## src/rtl/sva_pkg.sv

```systemverilog
// Shared types, constants and helpers for the voice allocator.
`timescale 1ns / 1ps
`default_nettype none

package sva_pkg;

    localparam int SVA_FUNC_W   = 2;
    localparam int SVA_CH_W     = 6;
    localparam int SVA_VIN_W    = 4;
    localparam int SVA_VOUT_W   = 4;
    localparam int SVA_VOICES   = 16;
    localparam int SVA_CHANNELS = 64;
    localparam int SVA_LFSR_W   = 16;
    localparam logic [SVA_LFSR_W-1:0] SVA_LFSR_SEED = 16'hACE1;

    typedef enum logic [SVA_FUNC_W-1:0] {
        FUNC_LOOKUP  = 2'd0,
        FUNC_ALLOC   = 2'd1,
        FUNC_RELEASE = 2'd2,
        FUNC_CLEAR   = 2'd3
    } t_func;

    typedef enum logic [1:0] {
        ST_IDLE,
        ST_EXEC,
        ST_REL
    } t_state;

    // Fibonacci x^16+x^14+x^13+x^11+1, shifting right, feedback into the MSB
    function automatic logic [SVA_LFSR_W-1:0] sva_lfsr_next(input logic [SVA_LFSR_W-1:0] s);
        logic fb;
        fb = s[0] ^ s[2] ^ s[3] ^ s[5];
        return {fb, s[SVA_LFSR_W-1:1]};
    endfunction

endpackage

`default_nettype wire

```

## src/rtl/sva_ram.sv

```systemverilog
// Generic single-port-write, single-port-read RAM with registered read data.
`timescale 1ns / 1ps
`default_nettype none

module sva_ram #(
    parameter int WIDTH = 8,
    parameter int DEPTH = 16,
    localparam int AW   = (DEPTH > 1) ? $clog2(DEPTH) : 1
) (
    input  wire logic             i_clk,
    input  wire logic             i_we,
    input  wire logic [AW-1:0]    i_waddr,
    input  wire logic [WIDTH-1:0] i_wdata,
    input  wire logic [AW-1:0]    i_raddr,
    output logic      [WIDTH-1:0] o_rdata
);

    logic [WIDTH-1:0] r_mem [DEPTH];
    logic [WIDTH-1:0] r_rdata;

    always_ff @(posedge i_clk) begin
        if (i_we) begin
            r_mem[i_waddr] <= i_wdata;
        end
        r_rdata <= r_mem[i_raddr];
    end

    assign o_rdata = r_rdata;

endmodule

`default_nettype wire

```

## src/rtl/sva_voice_search.sv

```systemverilog
// Free-voice search: first free voice at or above channel mod VOICES, else first free overall.
`timescale 1ns / 1ps
`default_nettype none

module sva_voice_search
    import sva_pkg::*;
#(
    parameter int VOICES = SVA_VOICES,
    localparam int VW    = $clog2(VOICES)
) (
    input  wire logic [VOICES-1:0]   i_owned,
    input  wire logic [SVA_CH_W-1:0] i_channel,
    output logic                     o_hit,
    output logic      [VW-1:0]       o_idx
);

    localparam int NCH = 1 << SVA_CH_W;

    logic [VW-1:0]     w_start_tab [NCH];
    logic [VW-1:0]     w_start;
    logic [VOICES-1:0] w_free;
    logic [VOICES-1:0] w_upper;
    logic              w_hit_up;
    logic              w_hit_any;
    logic [VW-1:0]     w_idx_up;
    logic [VW-1:0]     w_idx_any;

    // start point table, channel mod VOICES, fixed at elaboration
    for (genvar c = 0; c < NCH; c++) begin : g_start
        assign w_start_tab[c] = VW'(c % VOICES);
    end

    assign w_start = w_start_tab[i_channel];
    assign w_free  = ~i_owned;

    always_comb begin
        for (int k = 0; k < VOICES; k++) begin
            w_upper[k] = w_free[k] && (VW'(k) >= w_start);
        end
    end

    // lowest set bit wins
    always_comb begin
        w_hit_up  = 1'b0;
        w_hit_any = 1'b0;
        w_idx_up  = '0;
        w_idx_any = '0;
        for (int k = VOICES - 1; k >= 0; k--) begin
            if (w_upper[k]) begin
                w_hit_up = 1'b1;
                w_idx_up = VW'(k);
            end
            if (w_free[k]) begin
                w_hit_any = 1'b1;
                w_idx_any = VW'(k);
            end
        end
    end

    assign o_hit = w_hit_any;
    assign o_idx = w_hit_up ? w_idx_up : w_idx_any;

endmodule

`default_nettype wire

```

## src/rtl/synth_voice_allocator_unit.sv

```systemverilog
// Voice allocator top: command FSM, channel map and voice owner memories, steal LFSR.
// Sequence: lookup, allocate and clear pass from IDLE to EXEC and register their result
// from EXEC; release of an owned voice adds REL (owner read, then map read of that owner).
// A new transaction is taken only in IDLE, so one completes before the next; busy covers the
// memory read-modify-write sequence. Results are single-cycle strobes on o_valid.
// Reset (synchronous, active low) clears all map and owner valid bits at once and
// seeds the LFSR with 0xACE1; no clearing pass is needed.
`timescale 1ns / 1ps
`default_nettype none

module synth_voice_allocator_unit
    import sva_pkg::*;
#(
    parameter int VOICES   = SVA_VOICES,
    parameter int CHANNELS = SVA_CHANNELS
) (
    input  wire logic                  i_clk,
    input  wire logic                  i_rst_n,
    input  wire logic                  start,
    output logic                       busy,
    input  wire logic [SVA_FUNC_W-1:0] i_func,
    input  wire logic [SVA_CH_W-1:0]   i_channel,
    input  wire logic [SVA_VIN_W-1:0]  i_voice,
    output logic                       o_valid,
    output logic                       o_found,
    output logic      [SVA_VOUT_W-1:0] o_voice_out,
    output logic                       o_stolen
);

    localparam int VW = $clog2(VOICES);
    localparam int MW = (CHANNELS > 1) ? $clog2(CHANNELS) : 1;

    t_state                  r_state, n_state;
    t_func                   r_func, n_func;
    logic [SVA_CH_W-1:0]     r_channel, n_channel;
    logic [SVA_VIN_W-1:0]    r_voice, n_voice;
    logic [CHANNELS-1:0]     r_map_valid, n_map_valid;
    logic [VOICES-1:0]       r_owner_valid, n_owner_valid;
    logic [SVA_LFSR_W-1:0]   r_lfsr, n_lfsr;
    logic                    r_valid, n_valid;
    logic                    r_found, n_found;
    logic [SVA_VOUT_W-1:0]   r_voice_out, n_voice_out;
    logic                    r_stolen, n_stolen;

    logic                    w_ch_ok;
    logic                    w_v_ok;
    logic [MW-1:0]           w_ch_idx;
    logic [VW-1:0]           w_v_idx;
    logic [MW-1:0]           w_oc_idx;
    logic                    w_hit;
    logic [VW-1:0]           w_free_idx;
    logic [SVA_LFSR_W-1:0]   w_lfsr_step;
    logic [31:0]             w_prod;
    logic [VW-1:0]           w_steal_idx;
    logic [VW-1:0]           w_alloc_idx;

    logic                    w_map_we;
    logic [MW-1:0]           w_map_raddr;
    logic [VW-1:0]           w_map_rdata;
    logic                    w_own_we;
    logic [VW-1:0]           w_own_raddr;
    logic [SVA_CH_W-1:0]     w_own_rdata;

    assign w_ch_ok  = (32'(r_channel) < CHANNELS);
    assign w_v_ok   = (32'(r_voice) < VOICES);
    assign w_ch_idx = MW'(r_channel);
    assign w_v_idx  = VW'(r_voice);
    assign w_oc_idx = MW'(w_own_rdata);

    // steal pick: (next lfsr * VOICES) >> 16
    assign w_lfsr_step = sva_lfsr_next(r_lfsr);
    assign w_prod      = 32'(w_lfsr_step) * 32'(VOICES);
    assign w_steal_idx = w_prod[SVA_LFSR_W +: VW];
    assign w_alloc_idx = w_hit ? w_free_idx : w_steal_idx;

    // map read: channel at accept, owner's channel during a release
    assign w_map_raddr = (r_state == ST_IDLE) ? MW'(i_channel) : w_oc_idx;
    assign w_own_raddr = (r_state == ST_IDLE) ? VW'(i_voice) : w_v_idx;

    sva_voice_search #(
        .VOICES (VOICES)
    ) u_search (
        .i_owned   (r_owner_valid),
        .i_channel (r_channel),
        .o_hit     (w_hit),
        .o_idx     (w_free_idx)
    );

    sva_ram #(
        .WIDTH (VW),
        .DEPTH (CHANNELS)
    ) u_map_ram (
        .i_clk   (i_clk),
        .i_we    (w_map_we),
        .i_waddr (w_ch_idx),
        .i_wdata (w_alloc_idx),
        .i_raddr (w_map_raddr),
        .o_rdata (w_map_rdata)
    );

    sva_ram #(
        .WIDTH (SVA_CH_W),
        .DEPTH (VOICES)
    ) u_owner_ram (
        .i_clk   (i_clk),
        .i_we    (w_own_we),
        .i_waddr (w_alloc_idx),
        .i_wdata (r_channel),
        .i_raddr (w_own_raddr),
        .o_rdata (w_own_rdata)
    );

    always_ff @(posedge i_clk) begin
        if (!i_rst_n) begin
            r_state <= ST_IDLE;
        end else begin
            r_state <= n_state;
        end
    end

    always_ff @(posedge i_clk) begin
        if (!i_rst_n) begin
            r_map_valid   <= '0;
            r_owner_valid <= '0;
            r_lfsr        <= SVA_LFSR_SEED;
            r_valid       <= 1'b0;
        end else begin
            r_map_valid   <= n_map_valid;
            r_owner_valid <= n_owner_valid;
            r_lfsr        <= n_lfsr;
            r_valid       <= n_valid;
        end
        r_func      <= n_func;
        r_channel   <= n_channel;
        r_voice     <= n_voice;
        r_found     <= n_found;
        r_voice_out <= n_voice_out;
        r_stolen    <= n_stolen;
    end

    always_comb begin
        n_state       = r_state;
        n_func        = r_func;
        n_channel     = r_channel;
        n_voice       = r_voice;
        n_map_valid   = r_map_valid;
        n_owner_valid = r_owner_valid;
        n_lfsr        = r_lfsr;
        n_valid       = 1'b0;
        n_found       = r_found;
        n_voice_out   = r_voice_out;
        n_stolen      = r_stolen;
        w_map_we      = 1'b0;
        w_own_we      = 1'b0;

        unique case (r_state)
            ST_IDLE: begin
                if (start) begin
                    n_func    = t_func'(i_func);
                    n_channel = i_channel;
                    n_voice   = i_voice;
                    n_state   = ST_EXEC;
                end
            end
            ST_EXEC: begin
                n_found     = 1'b0;
                n_voice_out = '0;
                n_stolen    = 1'b0;
                unique case (r_func)
                    FUNC_LOOKUP: begin
                        n_valid = 1'b1;
                        n_state = ST_IDLE;
                        if (w_ch_ok && r_map_valid[w_ch_idx]) begin
                            n_found     = 1'b1;
                            n_voice_out = SVA_VOUT_W'(w_map_rdata);
                        end
                    end
                    FUNC_ALLOC: begin
                        n_valid = 1'b1;
                        n_state = ST_IDLE;
                        if (w_ch_ok) begin
                            w_map_we                   = 1'b1;
                            w_own_we                   = 1'b1;
                            n_map_valid[w_ch_idx]      = 1'b1;
                            n_owner_valid[w_alloc_idx] = 1'b1;
                            n_found                    = 1'b1;
                            n_voice_out                = SVA_VOUT_W'(w_alloc_idx);
                            if (!w_hit) begin
                                n_lfsr   = w_lfsr_step;
                                n_stolen = 1'b1;
                            end
                        end
                    end
                    FUNC_RELEASE: begin
                        if (w_v_ok && r_owner_valid[w_v_idx]) begin
                            n_state = ST_REL;
                        end else begin
                            n_valid = 1'b1;
                            n_state = ST_IDLE;
                        end
                    end
                    FUNC_CLEAR: begin
                        n_valid     = 1'b1;
                        n_state     = ST_IDLE;
                        n_map_valid = '0;
                    end
                endcase
            end
            ST_REL: begin
                // owner's map entry is dropped only if it still points here
                n_valid     = 1'b1;
                n_state     = ST_IDLE;
                n_found     = 1'b1;
                n_voice_out = '0;
                n_stolen    = 1'b0;
                if (r_map_valid[w_oc_idx] && (w_map_rdata == w_v_idx)) begin
                    n_map_valid[w_oc_idx] = 1'b0;
                end
                n_owner_valid[w_v_idx] = 1'b0;
            end
            default: begin
                n_state = ST_IDLE;
            end
        endcase
    end

    assign busy        = (r_state != ST_IDLE);
    assign o_valid     = r_valid;
    assign o_found     = r_found;
    assign o_voice_out = r_voice_out;
    assign o_stolen    = r_stolen;

    // an accepted transaction always occupies the block on the next cycle
    a_accept_busy: assert property (@(posedge i_clk) disable iff (!i_rst_n)
        (start && !busy) |=> busy)
        else $error("busy not raised after accepted transaction");

    // a steal only happens with every voice owned, and counts as found
    a_steal_full: assert property (@(posedge i_clk) disable iff (!i_rst_n)
        (o_valid && o_stolen) |-> (o_found && (&r_owner_valid)))
        else $error("steal reported while a voice was free");

    // result strobe only follows a busy cycle
    a_result_after_busy: assert property (@(posedge i_clk) disable iff (!i_rst_n)
        o_valid |-> $past(busy))
        else $error("result without a transaction in flight");

    // release state only follows the execute state
    a_rel_from_exec: assert property (@(posedge i_clk) disable iff (!i_rst_n)
        (r_state == ST_REL) |-> ($past(r_state) == ST_EXEC))
        else $error("release step entered out of sequence");

endmodule

`default_nettype wire
```

## config.mk

```make
export PLATFORM = sky130hd
export DESIGN_NAME = synth_voice_allocator_unit
export DESIGN_NICKNAME = d
export VERILOG_FILES = /design/src/rtl/sva_pkg.sv /design/src/rtl/sva_ram.sv /design/src/rtl/sva_voice_search.sv /design/src/rtl/synth_voice_allocator_unit.sv
export SDC_FILE = /design/constraint.sdc
export NUM_CORES = 1
export LEC_CHECK = 0
export BUFFER_PORTS_ARGS = -buffer_cell sky130_fd_sc_hd__buf_2
export CORE_MARGIN = 1.5
export CORE_UTILIZATION = 63
export CTS_BUF_LIST = sky130_fd_sc_hd__clkbuf_4 sky130_fd_sc_hd__clkbuf_8 sky130_fd_sc_hd__clkbuf_16
export CTS_CLUSTER_SIZE = 40
export DETAILED_ROUTE_END_ITERATION = 8
export PLACE_DENSITY = 0.89
export SYNTH_ARGS = -nofsm -noshare
export SYNTH_HDL_FRONTEND = slang
export SYNTH_SLANG_ARGS = --single-unit
```

## constraint.sdc

```tcl
create_clock -name i_clk -period 5.75 [get_ports i_clk]
set_input_delay 0.2875 -clock i_clk [delete_from_list [all_inputs] [get_ports i_clk]]
set_output_delay 0.2875 -clock i_clk [all_outputs]
set_load 0.02 [all_outputs]
```

### Word-level counts from Yosys, hierarchy flattened

Memories as Yosys holds them, arrays and structs flattened. A register that Yosys moved wholly into a read port is not among the register bits.
Index checks and enable logic that the tools add are counted.

* equality and inequality tests: 10
* multiply operators: 0
* div/mod/pow operators: 0
* reductions and logical operators: 30
* shifts and indexed selects: 0
* bitwise gates (word level): 12
* multiplexer cells: 109
* $lt $le $gt $ge: 25
* add/sub/neg operators: 0

Operator list (number)
* $pmux W64 S2: 2
* $mux W4: 38
* $and A64 B64 Y64: 1
* $mux W64: 1
* $not A64 Y64: 1
* $or A64 B64 Y64: 1
* $mux W1: 47
* $ge A4 B4 Y1 const A: 8
* $not A16 Y16: 2
* $pmux W16 S2: 1
* $logic_and A1 B1 Y1: 21
* $and A16 B16 Y16: 1
* $ge A3 B4 Y1 const A: 4
* $mux W16: 1
* $or A16 B16 Y16: 1
* $pmux W4 S2: 2
* $lt A6 B7 Y1 const B: 2
* $bmux W1 S6: 2
* $demux W1 S6: 2
* $ge A6 B1 Y1 const B: 2
* $lt A4 B5 Y1 const B: 2
* $pmux W1 S2: 5
* $demux W1 S4: 2
* $ge A1 B4 Y1 const A: 2
* other kinds (21): 35

* bits of input ports: 15
* output and inout port bits: 8
* register bits: 117
* bits in latches: 0
* bits in writable memories: 352
* logic and storage cells: 200
* memories: 3
* memory bits (read-only): 256

Memory list
* (name not given): words 64, width 4, rd ports 1, clocked after Yosys merged registers in 0, wr ports 0, line sva_voice_search.sv:33 `assign w_start = w_start_tab[i_channel];`
* u_map_ram.r_mem: words 64, width 4, rd ports 1, clocked after Yosys merged registers in 1, wr ports 1, line sva_ram.sv:18 `logic [WIDTH-1:0] r_mem [DEPTH];`
* u_owner_ram.r_mem: words 16, width 6, rd ports 1, clocked after Yosys merged registers in 1, wr ports 1, line sva_ram.sv:18

### Depth between registers and ports, before layout

Gate-level depths: netlist (run 1).

* depth in word-level cells: 31
* depth in mapped cells: 12
* depth with buffers taken out: 9

### Hierarchy

Synthesis (run 1) repeated with hierarchy kept, for this count alone.

* cells, all modules: 1474
* area total of the unflattened synthesis: 21645.8 um^2

By module, submodules not included
* sva_ram (u_map_ram): times used 1, cells an instance 521, area each 10407.5 um^2, seq. area each 7767.4 um^2
* synth_voice_allocator_unit: times used 1, cells an instance 674, area each 6693.9 um^2, seq. area each 2522.4 um^2
* sva_ram (u_owner_ram): times used 1, cells an instance 178, area each 3895.0 um^2, seq. area each 3002.9 um^2
* sva_voice_search: times used 1, cells an instance 101, area each 649.4 um^2, seq. area each 0.0 um^2

### Least setup slack after synthesis (run 1)

No wires, ideal clock.

* path kind: register to register
* from: register r_channel[3]
* to: memory u_owner_ram.r_mem[12][0] (netlist name), enable pin
* data arrival time: 3.804 ns
* slack: 1.569 ns
* path buffers: 1
* stages on the path, launching flop included: 10
* period minus slack after synthesis: 4.181 ns
* setup time: 0.377 ns
* required time: 5.373 ns
* path through: edfxtp_1 -> buf_4 -> nand4_1 -> a311oi_1 -> or3b_1 -> or4_1 -> and3_4 -> inv_1 -> nand2_1 -> nor3_1

* word-level cells in the longest chain between the ends: 24
* elaborated cells between the ends (all ways): 70
* classes of those cells: 16 x order compare; 36 x mux; 1 x bitwise; 16 x reduce/logical; 1 x memory

Ends and longest elaborated chain
* start, declared: line synth_voice_allocator_unit.sv:35 `logic [SVA_CH_W-1:0] r_channel, n_channel;`
* start signal, assigned: line synth_voice_allocator_unit.sv:134 `r_channel <= n_channel;`
* $not A6 Y7 (not written as such) (*): line sva_voice_search.sv:33
* $mem_v2 Z64 W4 (*)
* $mux W4 (not written as such) (*) (2 in series): line sva_voice_search.sv:33
* $ge A4 B4 Y1: line sva_voice_search.sv:38 `w_upper[k] = w_free[k] && (VW'(k) >= w_start);`
* $logic_and A1 B1 Y1: line sva_voice_search.sv:38
* $mux W4 or $mux W1 (tied branches) (16 in series): line sva_voice_search.sv:49 `if (w_upper[k]) begin`
* $mux W4 (*): line sva_voice_search.sv:61 `assign o_idx = w_hit_up ? w_idx_up : w_idx_any;`
* $mux W4 (*): line synth_voice_allocator_unit.sv:74 `assign w_alloc_idx = w_hit ? w_free_idx : w_steal_idx;`
* net u_map_ram.i_wdata[2]: line sva_ram.sv:13 `input wire logic [WIDTH-1:0] i_wdata,`
* end, declared: line sva_ram.sv:18

Mark *: on every way through the listed nets, which the timed path passes. The rest lies on a longest branch. The select of a mux whose other input is x is not followed.

### Worst setup path after layout (run 1)

* from: register r_channel[2]
* to: memory u_owner_ram.r_mem[15][4] (netlist name), enable pin

* word-level cells in the longest chain between the ends: 24
* elaborated cells between the ends (all ways): 70
* classes of those cells: 16 x order compare; 36 x mux; 1 x bitwise; 16 x reduce/logical; 1 x memory

Ends and longest elaborated chain (line)
* $not A6 Y7 (not written as such) (*): sva_voice_search.sv:33
* $mem_v2 Z64 W4 (*)
* $mux W4 (not written as such) (*) (2 in series): sva_voice_search.sv:33
* $ge A4 B4 Y1: sva_voice_search.sv:38
* $logic_and A1 B1 Y1: sva_voice_search.sv:38
* $mux W4 or $mux W1 (tied branches) (16 in series): sva_voice_search.sv:49
* $mux W4 (*): sva_voice_search.sv:61
* $mux W4 (*): synth_voice_allocator_unit.sv:74

Mark *: on every way between the ends. The rest lies on a longest branch, timed or not. The select of a mux whose other input is x is not followed.

==> results of run 1 <==
## final cells by class
class	count	area (um2)
Timing Repair Buffer	61	455
Sequential cell	479	13300
Fill cell	2051	9940
Clock inverter	25	243
Inverter	15	56.3
Multi-Input combinational cell	1010	7560
Clock buffer	63	1350
Tap cell	448	561
Antenna cell	1	2.50
## layout by cell type (no fill, tap or decap), types with 7 or more instances in the layout
cell type / n
clkbuf_16: 48
mux2_2: 21
o22ai_1: 13
clkbuf_4: 10
nand3b_1: 7
a22oi_1: 17
mux2i_1: 17
mux4_2: 97
o21ai_0: 120
nand3_1: 51
edfxtp_1: 370
o31ai_1: 19
clkinv_1: 8
nor2b_1: 19
nand2_1: 109
dfxtp_1: 109
o211ai_1: 11
a21boi_0: 12
a31oi_1: 53
a21o_1: 7
nor3_1: 22
dlygate4sd3_1: 11
buf_2: 22
a211oi_1: 26
and2_1: 20
clkinv_2: 10
a21oi_1: 56
nor2_1: 167
nand2b_1: 17
a221oi_1: 19
inv_1: 10
nand4_1: 15
buf_4: 26
## what timing repair did
item | CTS | global route
endpoints found under the hold margin | 10 | 1
hold buffers | 10 | 1
gates resized for setup | 0 | 0
## path summary, 6_finish.rpt
| kind | start | end | slack, ps | cells after the start |
|---|---|---|---|---|
| hold / removal | i_channel[1] | r_channel[1]$_DFFE_PP_ | 30 | 1 |
| setup / recovery | r_channel[2]$_DFFE_PP_ | u_owner_ram.r_mem[15][4]$_DFFE_PP_ | 1300 | 8 |
| setup reg to reg | r_channel[2]$_DFFE_PP_ | u_owner_ram.r_mem[15][4]$_DFFE_PP_ | 1300 | 8 |
| hold reg to reg | r_lfsr[9]$_SDFFE_PN0P_ | r_lfsr[9]$_SDFFE_PN0P_ | 470 | 2 |
## kinds of logic after synthesis
logic type                 Yosys count  synth area share, %
buffers and inverters              143                 2.78
xor gates and xnor gates             7                0.287
AOI/OAI and AO/OA                  401                 12.2
DFF                                479                 62.2
and+or+nand+nor                    456                 9.87
adders and majority gates            4                0.223
muxes                              142                 12.5
## sequential cells by signal, indices dropped and copies added, names as in the netlist
signal and flops:
u_map_ram.r_mem 256, r_owner_valid 16, o_stolen 1, r_voice 4
o_valid 1, r_func 2, r_channel 6, r_state 2
o_found 1, u_owner_ram.o_rdata 6, u_owner_ram.r_mem 96, r_map_valid 64
o_voice_out 4, r_lfsr 16, u_map_ram.o_rdata 4
## per-stage QoR
step / hold WS, ps / setup WS (ps) / total power (uW) / cells / util (%)
after floorplan: 386 / 1570 / 4480 / 1632 / -
after global placement: 447 / 1590 / 4720 / 2002 / 65.2
after detailed placement: 455 / 1400 / 4750 / 2002 / 65.2
after CTS: 1.05 / 1420 / 7840 / 2100 / 70.3
after global routing: 11.8 / 1130 / 8030 / 2101 / 70.3
final: 29.4 / 1300 / 7870 / 2102 / 70.3
## layer usage
layer	track usage (%)	up-vias	wire, um
li1	-	6305	-
met1	44.6	7325	20900
met2	52.0	1266	26700
met3	7.95	301	6920
met4	14.9	2	3160
met5	0	-	12
## critical path, delay by kind of cell, from the launching register on
kind,cells,cell delay [ps]
buf+inv,1,430
flops,1,1030
simple gates,5,2250
compound gates,2,360
## power by group through the flow
stage	Clock, uW	Combinational (uW)	Sequential [uW]
finish	3140	844	3890
global route	3260	884	3880
CTS	3140	822	3880
detailed placement	0	795	3950
global placement	0	768	3950
floorplan	0	579	3900
==> results_dict.tcl, run 1 <==
set metrics [dict create \
    status "completed" \
    crit_path_start_kind "flip-flop" \
    synth_top_area_share_pct 52.0 \
    hold_path.class "primary input to flip-flop" \
    ys_ff_latch 479 \
    ir_drop_mv 0.335 \
    antenna_left 0 \
    synth.net_count 1650 \
    finClkSkew_ps 29.5 \
    end_kind "flip-flop" \
    crit_slowest_cell "edfxtp_1" \
    numCtsBuffers 47 \
    drv_cap 0 \
    drc 0 \
    critPathMaxStageDelay_ps 1030 \
    drt_first_iter_violations 2777 \
    pwr-share-clk_pct 39.9 \
    fp.dieArea_um2 35000 \
    grt_first_pass_wirelength_um 88300 \
    rsz0062_at_grt "false" \
    die_h_um 187 \
    crit_fanout 25 \
    floorplan.die.width_um 187 \
    cp.required_ps 5950 \
    synthTopCellsByArea "edfxtp_1 52%, mux4_2 10%, dfxtp_1 10%" \
    clk_pin_slew_ps 70 \
    cts_root_buffer "clkbuf_16" \
    tightest_slew_ps 1180 \
    slew_viol_final 0 \
    io_buffers 22 \
    postCtsSetupRepairBufs 0 \
    clock_latency_ps 590 \
    critPathKind "flip-flop to flip-flop" \
    place_hpwl_um 34300 \
    cp.arrival_ps 4650 \
    synth_area_per_cell_um2 13.1 \
    start_util_pct 63.9 \
    numClockSinks 479 \
    p_leak_uw 0.00752 \
    synth_ff_type "edfxtp_1" \
    grt_antenna_before_repair 1 \
    cts_tree "built" \
    synth_seq_area_share_pct 62.2 \
    grt_overflow 0 \
    first_pass_iters 7 \
    internal_power_uw 5880 \
    io_pins 23 \
    syn_inst 1632 \
    clk_path_buf_depth 3 \
    gp_congestion 1.02 \
    final_layout_size_suffix_gt1_share_pct 16.8 \
    synth_edf_count 370 \
    slew_headroom_pct 19.6 \
    setup_viol 0 \
    power_density_nw_per_um2 335 \
    routed_wirelength_um 57700 \
    seqPwrFrac_pct 49.4 \
    p_sw_uw 1990 \
    ys_warn_count 0 \
    drt-vias-per-instance 7.23 \
    switching_share_pct 25.3 \
    yosysMostFrequentCell "edfxtp_1" \
    grt_pass1_vias 14700 \
    hold_violations 0 \
    p_comb_share_pct 10.7 \
    crit_chain "buf_4 -> o21ai_0 -> o21a_1 -> or3b_1 -> or4_1 -> and3_4 -> or2_1 -> nor3_1" \
    async_flop_share_pct 0 \
    max_freq_mhz 225 \
    place_area_um2 21800 \
    synth_top_area_cell "edfxtp_1" \
    vias 15200 \
    ys_types 75 \
    core_um2 33400 \
    globalRouteTotalUtil_pct 33.2 \
    min_period_ps 4450 \
    grt_start_max_net_pins 66 \
    final_area_um2 23500 \
    wl_per_cell_um 27.4 \
    finalCritPeriodShare_pct 77.4 \
    htree_levels 2 \
    nets 1632 \
    row_count 67 \
    area_growth_pct 10.1 \
    fin_tns_setup_ps 0 \
    syn_area_um2 21400 \
    yosys-top-cells-count "370 x edfxtp_1, 167 x nor2_1, 120 x o21ai_0" \
]
(Power assumes the default switching activity.)
==> run 2, diff against run 1 <==
--- a/config.mk
+++ b/config.mk
@@ -7,11 +7,11 @@
 export LEC_CHECK = 0
 export BUFFER_PORTS_ARGS = -buffer_cell sky130_fd_sc_hd__buf_2
 export CORE_MARGIN = 1.5
-export CORE_UTILIZATION = 63
+export CORE_UTILIZATION = 57
 export CTS_BUF_LIST = sky130_fd_sc_hd__clkbuf_4 sky130_fd_sc_hd__clkbuf_8 sky130_fd_sc_hd__clkbuf_16
 export CTS_CLUSTER_SIZE = 40
 export DETAILED_ROUTE_END_ITERATION = 8
-export PLACE_DENSITY = 0.89
+export PLACE_DENSITY = 0.86
 export SYNTH_ARGS = -nofsm -noshare
 export SYNTH_HDL_FRONTEND = slang
 export SYNTH_SLANG_ARGS = --single-unit
==> constraint.sdc (replaced) <==
create_clock -name i_clk -period 3.8 [get_ports i_clk]
set_input_delay 0.19 -clock i_clk [delete_from_list [all_inputs] [get_ports i_clk]]
set_output_delay 0.19 -clock i_clk [all_outputs]
set_load 0.02 [all_outputs]
==> run 2 against run 1 <==
  * Routed wire length grew 2.1%
  * Cell count is 2.5% higher
  * Core utilization is 5.7 points lower
  * First-iteration DRC count up 1.6%
  * Critical endpoint is now u_owner_ram.r_mem[3][1]$_DFFE_PP_
  * Setup slack lost 1100 ps
  * Highest routed layer unchanged
  * Largest power group unchanged
==> results_dict.tcl, run 2 (synthesized netlist as in run 1, its figures left out) <==
set metrics [dict create \
    ir_drop_mv 0.405 \
    cp_num_cells 9 \
    vias 15500 \
    finalCritPeriodShare_pct 94.5 \
    status "completed" \
    drv_cap 0 \
    hold_path.class "primary input to flip-flop" \
    min_period_ps 3590 \
    cts_tree "built" \
    drt_first_iter_violations 2821 \
    setup_viol 0 \
    finClkSkew_ps 21.1 \
    clock_latency_ps 580 \
    first_pass_iters 9 \
    hold_slack_ps 199 \
    grt_pass1_vias 15000 \
    antenna_left 0 \
    p_leak_uw 0.00767 \
    largest_register "u_map_ram.r_mem" \
    floorplan.die.width_um 197 \
    final_common_cell "edfxtp_1" \
    row_count 70 \
    final_layout_size_suffix_gt1_share_pct 18.4 \
    drt-vias-per-instance 7.17 \
    io_buffers 22 \
    gp_congestion 1.00 \
    area_growth_pct 11.3 \
    tightest_slew_ps 1190 \
    postCtsSetupRepairBufs 0 \
    top_regs "u_map_ram.r_mem: 256 flops, u_owner_ram.r_mem: 96 flops, r_map_valid: 64 flops" \
    rr_worst_depth 9 \
    cpMostUsedCell "buf_4" \
    wl_per_cell_um 27.3 \
    cts_root_buffer "clkbuf_16" \
    critPathMaxStageDelay_ps 770 \
    clk_path_buf_depth 3 \
    crit_chain "buf_4 -> nor2_1 -> o21bai_1 -> a311oi_1 -> nor4_1 -> a211oi_1 -> and2_1 -> buf_4 -> nor3_1" \
    hold_violations 0 \
    numClockSinks 479 \
    critPathKind "flip-flop to flip-flop" \
    globalRouteTotalUtil_pct 30.7 \
    rsz0062_at_grt "false" \
    clk_pin_slew_ps 60 \
    slew_viol_final 0 \
    fin_tns_setup_ps 0 \
    place_hpwl_um 35800 \
    power_density_nw_per_um2 494 \
    grt_overflow 0 \
    core_um2 36800 \
    grt_start_max_net_pins 66 \
    cp.required_ps 3980 \
    nets 1668 \
    htree_levels 2 \
    end_kind "flip-flop" \
    cp.arrival_ps 3770 \
    crit_path_start_kind "flip-flop" \
    final_cell_mix "370 x edfxtp_1, 167 x nor2_1, 120 x o21ai_0" \
    grt_first_pass_wirelength_um 89600 \
    cp_top_family "simple AND/OR/NAND/NOR gates" \
    crit_slowest_cell "nor3_1" \
    start_util_pct 58.1 \
    max_freq_mhz 278 \
    slew_headroom_pct 18.9 \
    numCtsBuffers 45 \
    min_path_cells 2 \
    routed_wirelength_um 58900 \
    crit_fanout 44 \
    grt_antenna_before_repair 1 \
    fp.dieArea_um2 38600 \
    path_buf_inv 2 \
    largest_register_ffs 256 \
    die_h_um 197 \
    drc 0 \
    io_pins 23 \
]
run 2: changes by cell type in the layout (fill, tap and decap cells not counted), sizes merged:
cell / previous run / this run
buf: 50 / 86
bufinv: 3 / 2
clkbuf: 63 / 62
clkinv: 20 / 15
clkinvlp: 3 / 5
dlygate4sd3: 11 / 13
run 2: where the power goes:
| group | total [uW] | switching (uW) | internal, uW | leakage (uW) |
|---|---|---|---|---|
| registers | 5860 | 112 | 5750 | 0.00425 |
| logic | 1340 | 874 | 469 | 0.00267 |
| clock network | 4550 | 1980 | 2560 | 0.000745 |
run 2: metrics by stage:
step | instance area (um2) | util (%) | setup WS (ps) | power (uW) | cells
after floorplan | 21400 | - | 50.3 | 6770 | 1632
after global placement | 22100 | 60.1 | 370 | 7180 | 2058
after detailed placement | 22100 | 60.1 | 251 | 7230 | 2058
after CTS | 23800 | 64.6 | 264 | 11700 | 2154
after global routing | 23800 | 64.6 | 24.9 | 12000 | 2154
final | 23800 | 64.6 | 209 | 11700 | 2155
run 2: what timing repair did:
item,in CTS,in global routing
hold endpoints to repair,13,0
endpoints found under the setup margin,0,6
gates resized for setup,0,1
hold buffers,13,0
run 2: final cells by class:
class	instances	area (um2)
Multi-Input combinational cell	1010	7560
Clock inverter	21	221
Timing Repair Buffer	99	758
Tap cell	468	586
Sequential cell	479	13300
Inverter	15	60.1
Fill cell	2472	13000
Antenna cell	1	2.50
Clock buffer	62	1300
run 2: worst paths after layout:
kind,start,to,slack [ps]
worst max-delay path,r_channel[0]$_DFFE_PP_,u_owner_ram.r_mem[3][1]$_DFFE_PP_,210
worst min-delay path,i_rst_n,r_lfsr[11]$_SDFFE_PN1P_,200
worst max register to register,r_channel[0]$_DFFE_PP_,u_owner_ram.r_mem[3][1]$_DFFE_PP_,210
worst min register to register,r_lfsr[8]$_SDFFE_PN0P_,r_lfsr[8]$_SDFFE_PN0P_,460
run 2: routing by layer:
metal	vias up	global-route usage, %	wire, um
li1	6394	-	-
met1	7358	39.8	20400
met2	1362	49.6	27400
met3	335	6.42	7130
met4	2	15.6	3920
met5	-	0	10
